$ cat config.mk
export PLATFORM = sky130hd
export DESIGN_NAME = circle_pixel_scanner_unit
export DESIGN_NICKNAME = d
export VERILOG_FILES = /design/src/rtl/core/cps_pkg.sv /design/src/rtl/core/cps_cfg.sv /design/src/rtl/core/cps_scan.sv /design/src/rtl/core/cps_eval.sv /design/src/rtl/core/circle_pixel_scanner_unit.sv
export SDC_FILE = /design/constraint.sdc
export NUM_CORES = 1
export LEC_CHECK = 0
export BUFFER_PORTS_ARGS = -buffer_cell sky130_fd_sc_hd__clkbuf_2
export CAP_MARGIN = 30
export CELL_PAD_IN_SITES_DETAIL_PLACEMENT = 1
export CELL_PAD_IN_SITES_GLOBAL_PLACEMENT = 2
export CORE_UTILIZATION = 30
export CTS_CLUSTER_SIZE = 40
export DETAILED_ROUTE_END_ITERATION = 10
export MAX_ROUTING_LAYER = met4
export PLACE_DENSITY_LB_ADDON = 0.3
export SLEW_MARGIN = 10
export SYNTH_ARGS = -nofsm -noshare
export SYNTH_HDL_FRONTEND = slang
export SYNTH_SLANG_ARGS = --single-unit
$ cat constraint.sdc
create_clock -name clk -period 8.48 [get_ports clk]
set_input_delay 0 -clock clk [delete_from_list [all_inputs] [get_ports clk]]
set_output_delay 0 -clock clk [all_outputs]
set_load 0.01 [all_outputs]
$ cat src/rtl/core/cps_pkg.sv
`timescale 1ns / 1ps

package cps_pkg;

	localparam int CoordBits = 12;
	localparam int PosBits   = CoordBits + 1;
	localparam int SqBits    = 2 * CoordBits;
	localparam int FrameBits = 13;
	localparam int ColorBits = 32;
	localparam int AddrBits  = 3;
	localparam int DataBits  = 32;

	localparam logic [FrameBits-1:0] FrameReset = 13'd4096;

	localparam logic FuncStart = 1'b0;
	localparam logic FuncStep  = 1'b1;

	localparam logic RegFrameWidth  = 1'b0;
	localparam logic RegFrameHeight = 1'b1;

	typedef struct packed {
		logic                 func;
		logic [CoordBits-1:0] center_x;
		logic [CoordBits-1:0] center_y;
		logic [CoordBits-1:0] radius;
		logic                 fill_mode;
		logic                 blend_flag;
		logic [ColorBits-1:0] color_in;
	} cps_item_t;

	typedef struct packed {
		logic [PosBits-1:0]   pixel_x;
		logic [PosBits-1:0]   pixel_y;
		logic                 plot;
		logic                 out_of_bounds;
		logic                 blend_out;
		logic [ColorBits-1:0] color_out;
		logic                 last;
	} cps_pixel_t;

	typedef struct packed {
		logic [PosBits-1:0]   x;
		logic [PosBits-1:0]   y;
		logic [CoordBits-1:0] dx;
		logic [CoordBits-1:0] dy;
		logic [SqBits-1:0]    r_squared;
		logic                 fill;
		logic                 clamp_oob;
		logic                 blend;
		logic [ColorBits-1:0] color;
		logic                 last;
	} cps_pos_t;

	typedef struct packed {
		logic [FrameBits-1:0] width;
		logic [FrameBits-1:0] height;
	} cps_frame_t;

endpackage

$ cat src/rtl/core/cps_cfg.sv
`timescale 1ns / 1ps

module cps_cfg (
	input  logic                          clk,
	input  logic                          arst_n,
	input  logic                          psel,
	input  logic                          penable,
	input  logic                          pwrite,
	input  logic [cps_pkg::AddrBits-1:0]  paddr,
	input  logic [cps_pkg::DataBits-1:0]  pwdata,
	output logic [cps_pkg::DataBits-1:0]  prdata,
	output logic                          pready,
	output cps_pkg::cps_frame_t           frame
);

	logic [cps_pkg::FrameBits-1:0] width_q;
	logic [cps_pkg::FrameBits-1:0] height_q;
	logic                          wr_en;
	logic                          reg_sel;

	assign pready  = 1'b1;
	assign wr_en   = psel && penable && pwrite && pready;
	assign reg_sel = paddr[cps_pkg::AddrBits-1];

	always_ff @(posedge clk or negedge arst_n) begin
		if (!arst_n) begin
			width_q  <= cps_pkg::FrameReset;
			height_q <= cps_pkg::FrameReset;
		end else if (wr_en) begin
			unique case (reg_sel)
				cps_pkg::RegFrameWidth:  width_q  <= pwdata[cps_pkg::FrameBits-1:0];
				cps_pkg::RegFrameHeight: height_q <= pwdata[cps_pkg::FrameBits-1:0];
				default: ;
			endcase
		end
	end

	always_comb begin
		unique case (reg_sel)
			cps_pkg::RegFrameWidth:  prdata = cps_pkg::DataBits'(width_q);
			cps_pkg::RegFrameHeight: prdata = cps_pkg::DataBits'(height_q);
			default:                 prdata = '0;
		endcase
	end

	assign frame.width  = width_q;
	assign frame.height = height_q;

endmodule

$ cat src/rtl/core/cps_scan.sv
`timescale 1ns / 1ps

module cps_scan (
	input  logic                 clk,
	input  logic                 arst_n,
	input  logic                 item_valid,
	output logic                 item_stall,
	input  cps_pkg::cps_item_t   item,
	output logic                 pos_valid,
	input  logic                 pos_stall,
	output cps_pkg::cps_pos_t    pos
);

	localparam int C = cps_pkg::CoordBits;
	localparam int P = cps_pkg::PosBits;

	logic                          active_q;
	logic [P-1:0]                  cur_x_q;
	logic [P-1:0]                  cur_y_q;
	logic [C-1:0]                  row_start_x_q;
	logic [C-1:0]                  cx_q;
	logic [C-1:0]                  cy_q;
	logic [C-1:0]                  r_q;
	logic [cps_pkg::SqBits-1:0]    r_sq_q;
	logic                          fill_q;
	logic                          blend_q;
	logic                          first_q;
	logic [cps_pkg::ColorBits-1:0] color_q;

	logic              pos_valid_s1;
	cps_pkg::cps_pos_t pos_s1;

	logic         accept;
	logic         start;
	logic         step;
	logic [C-1:0] start_row_x;
	logic [C-1:0] start_y;
	logic [P-1:0] xend;
	logic [P-1:0] yend;
	logic [P-1:0] cx_ext;
	logic [P-1:0] cy_ext;
	logic [P-1:0] dx_full;
	logic [P-1:0] dy_full;
	logic         top_clamp;
	logic         left_clamp;
	logic         last;
	logic         at_row_start;

	assign item_stall = pos_valid_s1 && pos_stall;
	assign accept     = item_valid && !item_stall;
	assign start      = accept && (item.func == cps_pkg::FuncStart);
	assign step       = accept && (item.func == cps_pkg::FuncStep) && active_q;

	assign start_row_x = (item.radius > item.center_x) ? '0 : item.center_x - item.radius;
	assign start_y     = (item.radius > item.center_y) ? '0 : item.center_y - item.radius;

	assign cx_ext = P'(cx_q);
	assign cy_ext = P'(cy_q);
	assign xend   = cx_ext + P'(r_q);
	assign yend   = cy_ext + P'(r_q);

	assign dx_full = (cur_x_q >= cx_ext) ? cur_x_q - cx_ext : cx_ext - cur_x_q;
	assign dy_full = (cur_y_q >= cy_ext) ? cur_y_q - cy_ext : cy_ext - cur_y_q;

	assign top_clamp    = r_q > cy_q;
	assign left_clamp   = r_q > cx_q;
	assign at_row_start = cur_x_q == P'(row_start_x_q);
	assign last         = (cur_x_q >= xend) && (cur_y_q >= yend);

	always_ff @(posedge clk or negedge arst_n) begin
		if (!arst_n) begin
			active_q      <= 1'b0;
			cur_x_q       <= '0;
			cur_y_q       <= '0;
			row_start_x_q <= '0;
			cx_q          <= '0;
			cy_q          <= '0;
			r_q           <= '0;
			r_sq_q        <= '0;
			fill_q        <= 1'b0;
			blend_q       <= 1'b0;
			first_q       <= 1'b0;
			color_q       <= '0;
		end else if (start) begin
			active_q      <= 1'b1;
			cx_q          <= item.center_x;
			cy_q          <= item.center_y;
			r_q           <= item.radius;
			r_sq_q        <= cps_pkg::SqBits'(item.radius) * cps_pkg::SqBits'(item.radius);
			row_start_x_q <= start_row_x;
			cur_x_q       <= P'(start_row_x);
			cur_y_q       <= P'(start_y);
			fill_q        <= item.fill_mode;
			blend_q       <= item.blend_flag;
			first_q       <= 1'b1;
			color_q       <= item.color_in;
		end else if (step) begin
			if (cur_x_q < xend) begin
				cur_x_q <= cur_x_q + 1'b1;
			end else begin
				cur_x_q <= P'(row_start_x_q);
				cur_y_q <= cur_y_q + 1'b1;
			end
			first_q <= 1'b0;
			if (last) begin
				active_q <= 1'b0;
			end
		end
	end

	always_ff @(posedge clk or negedge arst_n) begin
		if (!arst_n) begin
			pos_valid_s1 <= 1'b0;
		end else if (step) begin
			pos_valid_s1 <= 1'b1;
		end else if (!pos_stall) begin
			pos_valid_s1 <= 1'b0;
		end
	end

	always_ff @(posedge clk) begin
		if (step) begin
			pos_s1.x         <= cur_x_q;
			pos_s1.y         <= cur_y_q;
			pos_s1.dx        <= dx_full[C-1:0];
			pos_s1.dy        <= dy_full[C-1:0];
			pos_s1.r_squared <= r_sq_q;
			pos_s1.fill      <= fill_q;
			pos_s1.clamp_oob <= (first_q && top_clamp) || (at_row_start && left_clamp);
			pos_s1.blend     <= blend_q;
			pos_s1.color     <= color_q;
			pos_s1.last      <= last;
		end
	end

	assign pos_valid = pos_valid_s1;
	assign pos       = pos_s1;

	a_step_loads: assert property (@(posedge clk) disable iff (!arst_n)
		step |=> pos_valid_s1)
		else $error("accepted step did not produce a position");

	a_last_ends_scan: assert property (@(posedge clk) disable iff (!arst_n)
		step && last |=> !active_q)
		else $error("scan still active after its final position");

	a_first_only_active: assert property (@(posedge clk) disable iff (!arst_n)
		!active_q |-> !first_q)
		else $error("first-position mark pending without a running scan");

endmodule

$ cat src/rtl/core/cps_eval.sv
`timescale 1ns / 1ps

module cps_eval (
	input  logic                clk,
	input  logic                arst_n,
	input  logic                pos_valid,
	output logic                pos_stall,
	input  cps_pkg::cps_pos_t   pos,
	input  cps_pkg::cps_frame_t frame,
	output logic                pixel_valid,
	input  logic                pixel_stall,
	output cps_pkg::cps_pixel_t pixel
);

	localparam int S = cps_pkg::SqBits;

	logic                pixel_valid_q;
	cps_pkg::cps_pixel_t pixel_q;

	logic         take;
	logic [S-1:0] dx_sq;
	logic [S-1:0] dy_sq;
	logic [S:0]   d2;
	logic         in_shape;
	logic         in_frame;

	assign pos_stall = pixel_valid_q && pixel_stall;
	assign take      = pos_valid && !pos_stall;

	assign dx_sq    = S'(pos.dx) * S'(pos.dx);
	assign dy_sq    = S'(pos.dy) * S'(pos.dy);
	assign d2       = (S + 1)'(dx_sq) + (S + 1)'(dy_sq);
	assign in_shape = pos.fill ? (d2 <= (S + 1)'(pos.r_squared))
	                           : (d2 == (S + 1)'(pos.r_squared));
	assign in_frame = (32'(pos.x) < 32'(frame.width)) && (32'(pos.y) < 32'(frame.height));

	always_ff @(posedge clk or negedge arst_n) begin
		if (!arst_n) begin
			pixel_valid_q <= 1'b0;
		end else if (take) begin
			pixel_valid_q <= 1'b1;
		end else if (!pixel_stall) begin
			pixel_valid_q <= 1'b0;
		end
	end

	always_ff @(posedge clk) begin
		if (take) begin
			pixel_q.pixel_x       <= pos.x;
			pixel_q.pixel_y       <= pos.y;
			pixel_q.plot          <= in_shape && in_frame;
			pixel_q.out_of_bounds <= (in_shape && !in_frame) || pos.clamp_oob;
			pixel_q.blend_out     <= pos.blend;
			pixel_q.color_out     <= pos.color;
			pixel_q.last          <= pos.last;
		end
	end

	assign pixel_valid = pixel_valid_q;
	assign pixel       = pixel_q;

	a_take_fills: assert property (@(posedge clk) disable iff (!arst_n)
		take |=> pixel_valid_q)
		else $error("position taken but no result registered");

endmodule

$ cat src/rtl/core/circle_pixel_scanner_unit.sv
`timescale 1ns / 1ps
// A step accepted by the scan stage is held as a position in the scan stage register, then
// squared, compared and held in the result register that drives the pixel outputs.
// Throughput: one transaction per cycle while item_stall is low; start transactions and
// steps while idle give no pixel. The rate is set by the scan stage register feeding the
// squaring and compare stage. Reset (arst_n low) clears the scan state and valid flags
// and sets both frame registers to 4096.

module circle_pixel_scanner_unit (
	input  logic                          clk,
	input  logic                          arst_n,
	input  logic                          item_valid,
	output logic                          item_stall,
	input  cps_pkg::cps_item_t            item,
	output logic                          pixel_valid,
	input  logic                          pixel_stall,
	output cps_pkg::cps_pixel_t           pixel,
	input  logic                          psel,
	input  logic                          penable,
	input  logic                          pwrite,
	input  logic [cps_pkg::AddrBits-1:0]  paddr,
	input  logic [cps_pkg::DataBits-1:0]  pwdata,
	output logic [cps_pkg::DataBits-1:0]  prdata,
	output logic                          pready
);

	cps_pkg::cps_frame_t frame;
	cps_pkg::cps_pos_t   pos;
	logic                pos_valid;
	logic                pos_stall;

	cps_cfg u_cfg (
		.clk     (clk),
		.arst_n  (arst_n),
		.psel    (psel),
		.penable (penable),
		.pwrite  (pwrite),
		.paddr   (paddr),
		.pwdata  (pwdata),
		.prdata  (prdata),
		.pready  (pready),
		.frame   (frame)
	);

	cps_scan u_scan (
		.clk        (clk),
		.arst_n     (arst_n),
		.item_valid (item_valid),
		.item_stall (item_stall),
		.item       (item),
		.pos_valid  (pos_valid),
		.pos_stall  (pos_stall),
		.pos        (pos)
	);

	cps_eval u_eval (
		.clk         (clk),
		.arst_n      (arst_n),
		.pos_valid   (pos_valid),
		.pos_stall   (pos_stall),
		.pos         (pos),
		.frame       (frame),
		.pixel_valid (pixel_valid),
		.pixel_stall (pixel_stall),
		.pixel       (pixel)
	);

endmodule
# After elaboration in Yosys (flattened, before gate mapping)
# Cells that the tools add are included.
classes:
  bitwise_logic: 2
  mul: 3
  eq_ne: 5
  n_lt_le_gt_ge: 12
  n_mux: 21
  n_addsub: 11
  reduce_logical: 26
op_table:
  columns: ["operator", "n"]
  rows:
  - ["$mux W13", 6]
  - ["$mul A12 B12 Y24", 3]
  - ["$sub A12 B12 Y12", 6]
  - ["$pmux W32 S2", 1]
  - ["$gt A12 B12 Y1", 4]
  - ["$mux W12", 4]
  - ["$lt A13 B13 Y1", 3]
  - ["$add A12 B12 Y13", 2]
  - ["$add A13 B1 Y13 const B", 2]
  - ["$ge A13 B12 Y1", 2]
  - ["$ge A13 B13 Y1", 2]
  - ["$add A24 B24 Y25", 1]
  - ["$eq A25 B24 Y1", 1]
  - ["$le A25 B24 Y1", 1]
  - ["$logic_and A1 B1 Y1", 15]
  - ["$eq A13 B12 Y1", 1]
  - ["$mux W1", 10]
  - ["$reduce_and A2 Y1", 4]
  - ["$ne A2 B1 Y1 const B", 2]
  - ["$reduce_bool A2 Y1", 2]
  - ["$logic_not A1 Y1", 3]
  - ["$logic_or A1 B1 Y1", 2]
  - ["$ne A2 B2 Y1 const B", 1]
  - ["$not A1 Y1", 2]
word_totals:
  regBits: 334
  word_cells: 113

# Depth between registers and ports, before layout
depth:
  depth_word: 8
  ltp_mapped: 36
  mapped_depth_nobuf: 35

# Modules after synthesis
# Synthesis repeated with hierarchy kept, for this count alone.
unflattened:
  hier_cells: 3102
  hier_area_um2: 30668.2
modules_own_cells:
  columns: ["module", "seq_area_each_um2", "instances", "area_each_um2", "cells_per_inst"]
  rows:
  - ["cps_scan", 6601.3, 1, 18063.6, 1887]
  - ["cps_eval", 1886.8, 1, 11257.0, 1123]
  - ["cps_cfg", 653.1, 1, 1347.5, 92]

# Least setup slack after synthesis
# No wires, ideal clock.
synth_path:
  kind: "flip-flop to flip-flop"
  from: "reg u_scan.pos_s1, in the netlist u_scan.pos[61]"
  to: "reg u_eval.pixel_q, in the netlist u_eval.pixel[34], data pin"
  stages_incl_launch_ff: 31
  path_slack_ps: 798
  required_time_ps: 8224
  arrival_time_ps: 7426
  n_path_buf: 1
  setup_ps: 256
  cell_sequence: "edfxtp_1 clkbuf_1 and2_1 inv_1 fa_1 fa_1 fa_1 inv_1 fa_1 fa_1 fa_1 inv_1 fa_1 inv_1 ha_1 a21oi_1 nand2_1 a21o_1 a21o_1 a21o_1 a21oi_1 o21bai_1 a211oi_1 nor2_1 ha_1 nand4_1 nor3_1 o2111ai_1 a41oi_1 o21ai_0 a31o_2"
synth_via:
  elab_chain_len: 6
  word_cells_on_any_way: 7
synth_lines:
  columns: ["item", "line", "source"]
  rows:
  - ["from (decl)", "cps_scan.sv:31", "cps_pkg::cps_pos_t pos_s1;"]
  - ["$mul A12 B12 Y24 (*)", "cps_eval.sv:31", "assign dy_sq = S'(pos.dy) * S'(pos.dy);"]
  - ["$add A24 B24 Y25 (*)", "cps_eval.sv:32", "assign d2 = (S + 1)'(dx_sq) + (S + 1)'(dy_sq);"]
  - ["$le A25 B24 Y1 / $eq A25 B24 Y1 (equally long branches)", "cps_eval.sv:33, cps_eval.sv:34", null]
  - ["$mux W1 (*)", "cps_eval.sv:33", "assign in_shape = pos.fill ? (d2 <= (S + 1)'(pos.r_squared))"]
  - ["$logic_and A1 B1 Y1 (*)", "cps_eval.sv:52", "pixel_q.out_of_bounds <= (in_shape && !in_frame) || pos.clamp_oob;"]
  - ["$logic_or A1 B1 Y1 (*)", "cps_eval.sv:52", null]
  - ["to (decl)", "cps_eval.sv:18", "cps_pkg::cps_pixel_t pixel_q;"]
# Every way passes the cells marked *; elsewhere a longest branch is shown, timed or not.
# A chain may end at the register's enable or synchronous reset.

# Final worst setup path
layout_path:
  from: "reg u_scan.pos_s1, in the netlist u_scan.pos[68]"
  to: "reg u_eval.pixel_q, in the netlist u_eval.pixel[34], data pin"
# The elaborated chain is that of the path after synthesis.

==> qor.yml <==
sta:
  layout_min_cycle_time_ns: 7.98
  max_clock_freq_ghz: 0.125
  setup_viol: 0
  fin_crit_sh: 0.941
  hold_viol_final: 0
  setup_tns_ns: 0
  fin_skew_ns: 0.0158
  whs_ns: 0.0754
  drv_slew: 0
  worst_pin_slew_ns: 0.908
  slew_headroom: 0.394
worst_hold_path:
  hold_depth: 4
  min_path_type: "in -> reg"
  holdPathEnd: "u_scan.cur_y_q[6]$_DFFE_PN0P_"
  worstHoldStart: "item[70]"
yosys:
  ys_types: 73
  syn-instance-count: 3039
  avgSynthCellArea_sq_um: 9.88
  yosysSeqAreaShare: 0.304
  synth_edf_count: 171
  ys_warn_count: 0
  yosys.area.top_type: "fa_1"
  synth.top_cell.area_share: 0.193
  ys_seq_elements: 331
  synth.area.top_cells: "fa_1 (19%), edfxtp_1 (17%), ha_1 (15%)"
  ys.flop_type: "edfxtp_1"
  netlist_area_sq_um: 30000
  ys_async_sr_fraction: 0.483
drt:
  wl_per_cell_um: 18.8
  drt-total-wl_um: 86600
  ant_nets: 0
  first_iter_violations: 847
  vias_per_cell: 4.63
  vias: 21300
  route.detailed.drc: 0
  drt-pass1-iter-count: 4
critical_path:
  r2r_start: "u_scan.pos[68]$_DFFE_PP_"
  cp-start-kind: "register"
  cp.arrival_ns: 8.31
  critPathTopFamily: "adder cells"
  slowest_delay_ns: 0.56
  crit_fanout: 6
  reg2regPathDepth: 30
  critPathSlowestCell: "fa_1"
  endpoint_kind: "register"
  crit_type: "reg -> reg"
  timing.rr.end: "u_eval.pixel[34]$_DFFE_PP_"
  required_ns: 8.81
  reg2reg_slack_ns: 0.50
  cpMostUsedCell: "fa_1"
  critPathBufInv: 5
cts:
  worstSkewPairLatency_ns: 0.58
  cts_root_buf: "clkbuf_16"
  cts-buffers-inserted: 39
  htreeDepth: 2
  clock-sinks: 331
  cts.clk_slew.worst_paths_ns: 0.06
  cts_tree: "yes"
  clockBufferDepth: 3
die:
  initial_utilization: 0.304
  dieArea_sq_um: 101000
  ioPinCount: 210
  die_w_um: 318
  die_y_um: 318
  rows: 115
  core_area_sq_um: 98700
run_status:
  status: "completed"
global_route:
  grt_pass1_wl_um: 137000
  antenna_found_initial: 2
  grt_max_degree: 83
  grt_util_all_layers: 0.179
  grt_pass1_vias: 23100
  grt-ovfl-total: 0
final_layout:
  drive_gt1_frac: 0.102
  fin_nets: 4053
  final_util: 0.350
  area_growth_pct: 15.1
placed_design:
  dp_hpwl_um: 70100
  place.gp.congestion: 0.845
  placement.io_buffers: 168
run:
  maxCapViolCount: 0
-- stage by stage --
step	instance area, sq um	setup slack, ns	std cells
after floorplan	30100	0.798	3057
after global placement	32400	0.330	4449
after detailed placement	32400	0.237	4450
after CTS	34500	0.197	4600
after global routing	34600	-0.00891	4608
final	34600	0.501	4609
-- cells in the final DEF, fill, tap and decap left out, types with 5 or more instances in the layout --
| cell | n |
|---|---|
| a2111oi_0 | 7 |
| a211oi_1 | 15 |
| a21boi_0 | 5 |
| a21o_1 | 47 |
| a21oi_1 | 122 |
| and2_1 | 78 |
| and3_1 | 6 |
| buf_4 | 44 |
| clkbuf_1 | 9 |
| clkbuf_16 | 39 |
| clkbuf_2 | 167 |
| clkbuf_8 | 6 |
| clkinv_1 | 11 |
| conb_1 | 20 |
| dfrtp_1 | 158 |
| dlygate4sd3_1 | 78 |
| edfxtp_1 | 171 |
| fa_1 | 289 |
| ha_1 | 360 |
| inv_1 | 548 |
| mux2_2 | 36 |
| mux2i_1 | 11 |
| nand2_1 | 350 |
| nand2b_1 | 24 |
| nand3_1 | 32 |
| nand4_1 | 21 |
| nor2_1 | 139 |
| nor2b_1 | 30 |
| nor3_1 | 26 |
| nor4_1 | 6 |
| o211ai_1 | 8 |
| o21a_1 | 20 |
| o21ai_0 | 163 |
| o21bai_1 | 20 |
| o22ai_1 | 16 |
| o31ai_1 | 7 |
| or3_1 | 7 |
| xnor2_1 | 97 |
| xor2_1 | 39 |
-- metal layers --
layer  track usage  vias to the layer above  share of wire
li1              -                    10300              -
met1         0.239                    10800           0.48
met2         0.300                      168           0.49
met3        0.0133                       74          0.020
met4        0.0330                        0          0.015
met5             -                        -              0
-- how the worst max path moves through the flow --
stage                     slack, ns  cells past startpoint                startpoint                          to
after floorplan                0.80                     30  u_scan.pos[61]$_DFFE_PP_  u_eval.pixel[34]$_DFFE_PP_
after global placement         0.33                     29  u_scan.pos[63]$_DFFE_PP_  u_eval.pixel[34]$_DFFE_PP_
after detailed placement       0.24                     29  u_scan.pos[68]$_DFFE_PP_  u_eval.pixel[34]$_DFFE_PP_
after CTS                      0.20                     29  u_scan.pos[63]$_DFFE_PP_  u_eval.pixel[34]$_DFFE_PP_
after global routing         -0.009                     32  u_scan.pos[68]$_DFFE_PP_  u_eval.pixel[35]$_DFFE_PP_
final                          0.50                     30  u_scan.pos[68]$_DFFE_PP_  u_eval.pixel[34]$_DFFE_PP_
-- synthesized netlist by cell type (47+ instances only) --
cell type	count
nor2_1	141
dfrtp_1	158
inv_1	548
a21oi_1	124
and2_1	78
a21o_1	47
o21ai_0	166
ha_1	360
xnor2_1	97
clkbuf_1	67
fa_1	289
edfxtp_1	171
nand2_1	350
-- tightest hold or removal path, cell delays in order --
cell and delay [ns]:
clkbuf_2 0.13, nor2_4 0.05, buf_4 0.25, o22ai_1 0.15
-- sequential cells by signal (all words and copies together), names as in the netlist --
signal and count:
u_scan.pos 109, u_eval.pixel 62, u_scan.color_q 32, u_scan.r_sq_q 23, u_cfg.height_q 13, u_cfg.width_q 13, u_scan.cur_x_q 13, u_scan.cur_y_q 13
u_scan.cx_q 12, u_scan.cy_q 12, u_scan.row_start_x_q 12, u_scan.r_q 11, u_eval.pixel_valid 1, u_scan.active_q 1, u_scan.blend_q 1, u_scan.fill_q 1
u_scan.first_q 1, u_scan.pos_valid 1
-- repair_timing --
action / 4_1_cts / 5_1_grt
gates resized for setup: 0 / 9
hold buffers: 79 / 0
setup endpoints to repair: 0 / 2
setup buffers: 0 / 7
endpoints found under the hold margin: 160 / 0
-- cell type report --
type	instances	area (sq um)
fill	11300	64100
antenna	1	2.50
tap	1287	1610
sequential	331	9140
multi-input combinational	2069	18400
clock inverter	17	200
inverter	557	2090
timing repair buffer	293	2020
clock buffer	54	1090
-- cell families (layout without fill, tap and decap cells) --
| family | count (synthesis) | after routing | synth area share |
|---|---|---|---|
| adder cells (fa/ha/maj) | 649 | 649 | 0.343 |
| other | 2 | 21 | 0.000250 |
| flip-flops | 331 | 331 | 0.304 |
| XOR/XNOR | 136 | 136 | 0.0397 |
| multiplexers | 48 | 48 | 0.0177 |
| AO/OA/AOI/OAI | 477 | 477 | 0.0976 |
| AND/OR/NAND/NOR | 739 | 739 | 0.111 |
| buffers and inverters | 657 | 921 | 0.0863 |
Power is not shown: default switching activity piles up to over one toggle a cycle in this logic, so the estimate is an artifact.
